### src/hpbam_pkg.sv
`default_nettype none

package hpbam_pkg;

	localparam int unsigned BLOCK_SHIFT = 12;
	localparam int unsigned OFFSET_W = 38;
	localparam int unsigned BLK_W = OFFSET_W - BLOCK_SHIFT;
	localparam int unsigned HASH_W = 32;
	localparam int unsigned HEADER_W = 32;
	localparam int unsigned TABLES_W = 2;
	localparam int unsigned LEVEL_W = 2;
	localparam int unsigned CFG_INDEX_W = 1;
	localparam int unsigned CFG_DATA_W = 32;

	localparam int unsigned DEF_INDEX_BITS = 24;

	// 170 blocks per level-0 span; higher levels are powers of it
	localparam int unsigned LEVEL0_BLOCKS = 170;
	localparam int unsigned LEVEL1_BLOCKS = 28900;
	// ceil(log2(LEVEL0_BLOCKS)), extra precision of the reciprocal
	localparam int unsigned DIV_SHIFT = 8;

	localparam logic [HASH_W-1:0] STEP1_ONE = HASH_W'(LEVEL1_BLOCKS + (LEVEL0_BLOCKS + 1));
	localparam logic [HASH_W-1:0] STEP1_TWO =
		HASH_W'(LEVEL1_BLOCKS + 2 * (LEVEL0_BLOCKS + 1));

	typedef enum logic [CFG_INDEX_W-1:0] {
		REG_HEADER_BYTES = 1'b0,
		REG_TABLES       = 1'b1
	} cfg_reg_t;

	typedef enum logic [LEVEL_W-1:0] {
		LVL_0 = 2'd0,
		LVL_1 = 2'd1,
		LVL_2 = 2'd2,
		LVL_3 = 2'd3
	} tree_level_t;

	localparam int unsigned OUT_FIELDS_W = 3 * OFFSET_W + HASH_W;
	localparam int unsigned OUT_TDATA_W = ((OUT_FIELDS_W + 7) / 8) * 8;

endpackage

`default_nettype wire

### src/hashed_package_block_address_map_core.sv
// Block address map for a hash-tree package: each query (block number in
// s_axis_tdata, tree level in s_axis_tuser) returns the data byte offset, the
// hash block number at that level and the primary/secondary level-0 table
// offsets. One query is taken per clock while the output is not stalled; each
// result passes through the three reciprocal multipliers (divide by 170, by 170^2
// and by 170^3) in series followed by two adder stages. Configuration writes
// (header bytes at index 0, tables per level at index 1) are taken in any
// cycle and must only be issued while no query is in flight.
`default_nettype none

module hashed_package_block_address_map_core #(
	parameter int unsigned INDEX_BITS = hpbam_pkg::DEF_INDEX_BITS
) (
	input  wire logic                                    clk,
	input  wire logic                                    arst_n,

	input  wire logic                                    s_axis_tvalid,
	output logic                                         s_axis_tready,
	// [INDEX_BITS-1:0] block_number, zero padded to bytes
	input  wire logic [((INDEX_BITS+7)/8)*8-1:0]         s_axis_tdata,
	// [1:0] tree_level
	input  wire logic [hpbam_pkg::LEVEL_W-1:0]           s_axis_tuser,

	output logic                                         m_axis_tvalid,
	input  wire logic                                    m_axis_tready,
	// [37:0] data_byte_offset, [69:38] hash_block_index,
	// [107:70] primary_table_offset, [145:108] secondary_table_offset
	output logic [hpbam_pkg::OUT_TDATA_W-1:0]            m_axis_tdata,

	input  wire logic                                    cfg_valid,
	output logic                                         cfg_ready,
	input  wire logic [hpbam_pkg::CFG_INDEX_W-1:0]       cfg_index,
	input  wire logic [hpbam_pkg::CFG_DATA_W-1:0]        cfg_data
);
	import hpbam_pkg::*;

	localparam int unsigned QW = INDEX_BITS - 7;
	localparam int unsigned PW = 2 * INDEX_BITS + 1;
	localparam int unsigned DIV_K = INDEX_BITS + DIV_SHIFT;
	localparam logic [INDEX_BITS:0] DIV_M = (INDEX_BITS + 1)'(
		((64'd1 << DIV_K) + 64'(LEVEL0_BLOCKS) - 64'd1) / 64'(LEVEL0_BLOCKS));

	logic [HEADER_W-1:0] header_q;
	logic [TABLES_W-1:0] tables_q;
	logic                tpl_two;
	logic [HASH_W-1:0]   tpl_w;

	assign cfg_ready = 1'b1;

	always_ff @(posedge clk or negedge arst_n) begin
		if (!arst_n) begin
			header_q <= '0;
			tables_q <= TABLES_W'(1);
		end else if (cfg_valid && cfg_ready) begin
			case (cfg_reg_t'(cfg_index))
				REG_HEADER_BYTES: header_q <= HEADER_W'(cfg_data);
				REG_TABLES:       tables_q <= cfg_data[TABLES_W-1:0];
				default: ;
			endcase
		end
	end

	// 0 counts as one table, 3 as two
	assign tpl_two = tables_q[1];
	assign tpl_w = tpl_two ? HASH_W'(2) : HASH_W'(1);

	logic v1_s1, v2_s2, v3_s3, v4_s4, v5_s5;
	logic rdy1, rdy2, rdy3, rdy4, rdy5;

	assign rdy5 = !v5_s5 || m_axis_tready;
	assign rdy4 = !v4_s4 || rdy5;
	assign rdy3 = !v3_s3 || rdy4;
	assign rdy2 = !v2_s2 || rdy3;
	assign rdy1 = !v1_s1 || rdy2;
	assign s_axis_tready = rdy1;

	// stage 1: bi * reciprocal
	logic [INDEX_BITS-1:0] bi_s1;
	logic [LEVEL_W-1:0]    lvl_s1;
	logic [PW-1:0]         p0_s1;

	always_ff @(posedge clk or negedge arst_n) begin
		if (!arst_n) v1_s1 <= 1'b0;
		else if (rdy1) v1_s1 <= s_axis_tvalid;
	end

	always_ff @(posedge clk) begin
		if (rdy1) begin
			bi_s1  <= s_axis_tdata[INDEX_BITS-1:0];
			lvl_s1 <= s_axis_tuser;
			p0_s1  <= PW'(s_axis_tdata[INDEX_BITS-1:0]) * PW'(DIV_M);
		end
	end

	// stage 2: q0 = bi / 170, q0 * reciprocal, q0 * step0
	logic [QW-1:0]         q0_c;
	logic [INDEX_BITS-1:0] bi_s2;
	logic [LEVEL_W-1:0]    lvl_s2;
	logic [QW-1:0]         q0_s2;
	logic [PW-1:0]         p1_s2;
	logic [HASH_W-1:0]     h0m_s2;

	assign q0_c = p0_s1[DIV_K +: QW];

	always_ff @(posedge clk or negedge arst_n) begin
		if (!arst_n) v2_s2 <= 1'b0;
		else if (rdy2) v2_s2 <= v1_s1;
	end

	always_ff @(posedge clk) begin
		if (rdy2) begin
			bi_s2  <= bi_s1;
			lvl_s2 <= lvl_s1;
			q0_s2  <= q0_c;
			p1_s2  <= PW'(q0_c) * PW'(DIV_M);
			h0m_s2 <= HASH_W'(q0_c) * HASH_W'(LEVEL0_BLOCKS) + (HASH_W'(q0_c) << tpl_two);
		end
	end

	// stage 3: q1 = bi / 28900, q1 * reciprocal, q1 * step1
	logic [QW-1:0]         q1_c;
	logic [INDEX_BITS-1:0] bi_s3;
	logic [LEVEL_W-1:0]    lvl_s3;
	logic [QW-1:0]         q0_s3, q1_s3;
	logic [PW-1:0]         p2_s3;
	logic [HASH_W-1:0]     h0m_s3, h1m_s3;

	assign q1_c = p1_s2[DIV_K +: QW];

	always_ff @(posedge clk or negedge arst_n) begin
		if (!arst_n) v3_s3 <= 1'b0;
		else if (rdy3) v3_s3 <= v2_s2;
	end

	always_ff @(posedge clk) begin
		if (rdy3) begin
			bi_s3  <= bi_s2;
			lvl_s3 <= lvl_s2;
			q0_s3  <= q0_s2;
			q1_s3  <= q1_c;
			h0m_s3 <= h0m_s2;
			p2_s3  <= PW'(q1_c) * PW'(DIV_M);
			h1m_s3 <= HASH_W'(q1_c) * (tpl_two ? STEP1_TWO : STEP1_ONE);
		end
	end

	// stage 4: block numbers
	logic [QW-1:0]     q2_c;
	logic [BLK_W-1:0]  db_c;
	logic [HASH_W-1:0] h0_c, h1_c, step0_c, hsel_c;
	logic [BLK_W-1:0]  db_s4, h0_s4, h0n_s4;
	logic [HASH_W-1:0] hash_s4;

	assign q2_c = p2_s3[DIV_K +: QW];
	assign step0_c = HASH_W'(LEVEL0_BLOCKS) + tpl_w;

	always_comb begin
		db_c = BLK_W'(bi_s3) + ((BLK_W'(q0_s3) + BLK_W'(1)) << tpl_two);
		if (q0_s3 != '0)
			db_c = db_c + ((BLK_W'(q1_s3) + BLK_W'(1)) << tpl_two);
		if (q1_s3 != '0)
			db_c = db_c + ((BLK_W'(q2_c) + BLK_W'(1)) << tpl_two);

		if (q0_s3 == '0)
			h0_c = '0;
		else
			h0_c = h0m_s3 + ((HASH_W'(q1_s3) + HASH_W'(1)) << tpl_two)
				+ ((q1_s3 != '0) ? tpl_w : '0);

		h1_c = (q1_s3 == '0) ? step0_c : h1m_s3 + tpl_w;

		case (tree_level_t'(lvl_s3))
			LVL_0:   hsel_c = h0_c;
			LVL_1:   hsel_c = h1_c;
			default: hsel_c = tpl_two ? STEP1_TWO : STEP1_ONE;
		endcase
	end

	always_ff @(posedge clk or negedge arst_n) begin
		if (!arst_n) v4_s4 <= 1'b0;
		else if (rdy4) v4_s4 <= v3_s3;
	end

	always_ff @(posedge clk) begin
		if (rdy4) begin
			db_s4   <= db_c;
			hash_s4 <= hsel_c;
			h0_s4   <= h0_c[BLK_W-1:0];
			h0n_s4  <= h0_c[BLK_W-1:0] + BLK_W'(tpl_two);
		end
	end

	// stage 5: byte offsets
	logic [BLK_W-1:0]    base_c;
	logic [OFFSET_W-1:0] data_off_s5, prim_off_s5, sec_off_s5;
	logic [HASH_W-1:0]   hash_s5;

	assign base_c = BLK_W'(header_q[HEADER_W-1:BLOCK_SHIFT])
		+ BLK_W'(|header_q[BLOCK_SHIFT-1:0]);

	always_ff @(posedge clk or negedge arst_n) begin
		if (!arst_n) v5_s5 <= 1'b0;
		else if (rdy5) v5_s5 <= v4_s4;
	end

	always_ff @(posedge clk) begin
		if (rdy5) begin
			data_off_s5 <= {base_c + db_s4, BLOCK_SHIFT'(0)};
			prim_off_s5 <= {base_c + h0_s4, BLOCK_SHIFT'(0)};
			sec_off_s5  <= {base_c + h0n_s4, BLOCK_SHIFT'(0)};
			hash_s5     <= hash_s4;
		end
	end

	assign m_axis_tvalid = v5_s5;
	assign m_axis_tdata = OUT_TDATA_W'({sec_off_s5, prim_off_s5, hash_s5, data_off_s5});

	a_stall_holds: assert property (@(posedge clk) disable iff (!arst_n)
		(v5_s5 && !m_axis_tready) |=> v5_s5)
		else $error("result dropped while stalled");

	a_full_blocks: assert property (@(posedge clk) disable iff (!arst_n)
		(v1_s1 && v2_s2 && v3_s3 && v4_s4 && v5_s5 && !m_axis_tready) |-> !s_axis_tready)
		else $error("input taken into a full pipeline");

	a_offsets_aligned: assert property (@(posedge clk) disable iff (!arst_n)
		m_axis_tvalid |-> (data_off_s5[BLOCK_SHIFT-1:0] == '0
			&& prim_off_s5[BLOCK_SHIFT-1:0] == '0 && sec_off_s5[BLOCK_SHIFT-1:0] == '0))
		else $error("offset not block aligned");

	a_advance: assert property (@(posedge clk) disable iff (!arst_n)
		(v4_s4 && rdy5) |=> v5_s5)
		else $error("item lost between stages four and five");

endmodule

`default_nettype wire

### config.mk
export PLATFORM = sky130hd
export DESIGN_NAME = hashed_package_block_address_map_core
export DESIGN_NICKNAME = d
export VERILOG_FILES = /design/src/hpbam_pkg.sv /design/src/hashed_package_block_address_map_core.sv
export SDC_FILE = /design/constraint.sdc
export NUM_CORES = 2
export LEC_CHECK = 0
export ABC_AREA = 0
export BUFFER_PORTS_ARGS = -buffer_cell sky130_fd_sc_hd__buf_2
export CAP_MARGIN = 20
export CORE_MARGIN = 4
export CORE_UTILIZATION = 32
export CTS_CLUSTER_SIZE = 25
export DETAILED_ROUTE_END_ITERATION = 6
export MAX_ROUTING_LAYER = met4
export SETUP_SLACK_MARGIN = 0.2
export SLEW_MARGIN = 20
export SYNTH_ARGS = -nofsm -noshare
export SYNTH_HDL_FRONTEND = slang
export SYNTH_SLANG_ARGS = --single-unit
### constraint.sdc
create_clock -name clk -period 9 [get_ports clk]
set_input_delay 0.9 -clock clk [delete_from_list [all_inputs] [get_ports clk]]
set_output_delay 0.9 -clock clk [all_outputs]
set_load 0.01 [all_outputs]
==> results.md <==
- Post-CTS Setup Inserts: 0
- Area grow syn2layout: 11.1%
- GR peak layer: met2
- WS Path Type: flop to flop
- Worst-path cell chain: inv_1, buf_4, nor2_1, fa_1, fa_1, fa_1, inv_1, fa_1, inv_1, fa_1, ha_1, a21oi_1, o21bai_1, a22o_1, a211oi_1, o31a_1, a2111oi_0, o21a_1, o21a_1, o41a_1, xor2_1
- Gr ovfl total: 0
- Row count: 130
- Outcome: completed
- Clk Latency, worst-skew pair: 630 ps
- Final nets: about 4.9k
- Reg2Reg Setup Slack: around 2200 ps
- Clock Sinks: slightly below 500
- Final Hold Fails: 0
- Mapped cell area: 40500 um2
- Yosys cell types: a little over 90
- Clk pin slew, worst setup/hold paths: ~60 ps
- First-pass GRT wire length: ~150 mm
- Die area: around 130000 um2
- Grt met2 use: 0.243
- Vias after detailed routing: about 27k
- Critical path startpoint category: flop
- Post-CTS Resized: 0
- Max clock buf depth: 3
- Syn Inst Count: around 3.7k
- Worst reg2reg path depth: 21
- Final Slew Violations: 0
- CTS root buf: clkbuf_16
- Antenna Cells: 0
- Post-synth top area share: 0.329
- Met1 GRT Util: 0.175
- WL/cell: between 15 and 20 um
- GR Util met3: 0.0150
- Most frequent cells after synthesis: ha_1 (650), inv_1 (503), edfxtp_1 (443), fa_1 (232), nor2_1 (208)
- Filler cells: roughly 12k
- Period utilisation layout: 0.755
- Vias per cell: between 4 and 5
- Reg-to-reg endpoint: h1m_s3[25]$_DFFE_PP_
- Setup TNS: 0 ps
- Required @ worst endpoint: 9350 ps
- Number of synthesized flops with an enable pin: roughly 440
- Post-CTS Hold Fix Bufs: 0
- Crit-path max cell delay: around 600 ps
- Post-synth top area cell: edfxtp_1
- I/O pin total: between 200 and 250
- # DRC: 0
- #FFs+latches synth: 481
- Critical Path End Type: flop
- Routed WL: just over 90 mm
- H-tree lvl count: 2
- Syn avg cell area: around 11 um2
- Gpl congestion: ~0.89
- Post-synthesis sequential area ratio: 0.352
- Die Span Y: between 300 and 400 um
- Crit path max fanout: 31
- Hpwl dp: 75.0 mm
- Post-route minimum period: 6790 ps
- Cell repeated most along the worst path: fa_1
- Routed Antenna Nets: 0
- Final setup violating endpoints: 0
- Synth async-reset ratio: 0.0790
- Port-buffer cells: ~170
- Most common cell in the netlist: ha_1
- Worst-margin pin slew: around 1100 ps
- Initial DRC count: 1529
- CTS tree: built
- Slowest cell on crit path: dfrtp_4
- RSZ-0062 raised after global routing: false
- Initial antenna violation count: 1
- Worst hold path type: input port to asynchronous set/reset pin
- Worst setup startpoint: tables_q[1]$_DFFE_PN0P_
- Pin count of the biggest net entering global routing: between 90 and 100
- Clock skew: 35.9 ps
- Vias in the first global route: about 27k
- Total Routing Usage GR: 0.141
- Number of detailed-route iterations in the first pass: 6
- Area contributors post-synth: edfxtp_1 (33%), ha_1 (20%), fa_1 (11%), inv_1 (4.7%), xnor2_1 (4.3%)
- Worst r2r src: tables_q[1]$_DFFE_PN0P_
- Max-Cap Viols: 0
- Core area: between 100000 and 150000 um2
- Slew headroom: 0.250
- Layout cells sized above 1: 0.0898
- Synth Flop Type: edfxtp_1
- TritonCTS Buffers: 52
- CP arrival: a little over 7000 ps
- Die width: 364 um
- Synth Warn #: 0
- FMAX: approximately 150 MHz
- Initial Util: 0.322
state kept, by name, indices dropped and copies added, names as in the netlist, 27 cells and up:
register,cells
h1m_s3,27
hash_s4,28
header_q,32
hash_s5,28
placed cells by master, fill, tap and decap left out, types with 8 or more instances in the layout:
cell type / count
nand4_1: 30
and2_1: 20
nand2_1: 200
nor2b_1: 25
o21ai_0: 123
and3_1: 40
ha_1: 650
or3_1: 16
a21oi_1: 159
clkbuf_16: 52
a211oi_1: 34
nor2_1: 208
edfxtp_1: 443
a21boi_0: 12
o31ai_1: 12
fa_1: 232
o211ai_1: 14
conb_1: 54
nor3_1: 68
a31oi_1: 26
o21bai_1: 23
buf_2: 170
a211o_1: 8
clkbuf_1: 9
inv_1: 502
xnor2_1: 198
mux2_2: 37
dfrtp_1: 37
xor2_1: 95
buf_4: 18
mux2i_1: 17
o22ai_1: 15
nor4_1: 20
a21o_1: 58
nand3_1: 84
or2_2: 19
nand2b_1: 29
o21a_1: 41
how the worst max path moves through the flow:
stage	end	slack, ps	cells past startpoint
2_1_floorplan	p0_s1[48]$_DFFE_PP_	2550	20
3_3_place_gp	p0_s1[48]$_DFFE_PP_	1960	21
3_5_place_dp	p0_s1[48]$_DFFE_PP_	1850	21
4_1_cts	h1m_s3[25]$_DFFE_PP_	2200	21
5_1_grt	h1m_s3[25]$_DFFE_PP_	1820	21
6_report	h1m_s3[25]$_DFFE_PP_	2210	21
kinds of logic after synthesis:
family                     share of synthesized area
DFF                                            0.352
xor gates and xnor gates                      0.0638
and+or+nand+nor                               0.0962
buffers and inverters                         0.0605
adders and majority gates                      0.316
muxes                                         0.0145
AOI/OAI and AO/OA                             0.0969
other                                       0.000186
critical path: cells and delay by family, from the launching register on:
kind | cells | cell delay, ps
DFF | 1 | 600
and+or+nand+nor | 1 | 370
AOI/OAI and AO/OA | 9 | 2010
adders and majority gates | 6 | 2920
buffers and inverters | 4 | 450
xor gates and xnor gates | 1 | 160
final cells by class:
type	instances	area [um2]	area share
clock buffer	62	1350	0.0300
multi-input combinational	2687	24000	0.534
timing repair buffer	188	986	0.0219
sequential	481	14300	0.317
tap	1650	2060	0.0459
clock inverter	33	417	0.00927
inverter	504	1890	0.0421
metal layers:
layer,share of wire,up-vias,wire length (um)
met5,0,-,0
li1,-,13400,-
met2,0.50,435,45400
met3,0.031,105,2850
met1,0.44,12900,40200
met4,0.033,0,2980
metrics by stage:
| stage | setup slack [ps] | instances | util | instance area, um2 | hold WS (ps) |
|---|---|---|---|---|---|
| final | 2210 | 5605 | 0.358 | 45000 | 280 |
| after global routing | 1820 | 5605 | 0.358 | 45000 | 308 |
| after CTS | 2200 | 5605 | 0.358 | 45000 | 410 |
| after detailed placement | 1850 | 5510 | 0.344 | 43200 | 405 |
| after global placement | 1960 | 5510 | 0.344 | 43200 | 401 |
| after floorplan | 2550 | 3768 | - | 40700 | 400 |
Power is not shown: default switching activity piles up to over one toggle a cycle in this logic, so the estimate is an artifact.
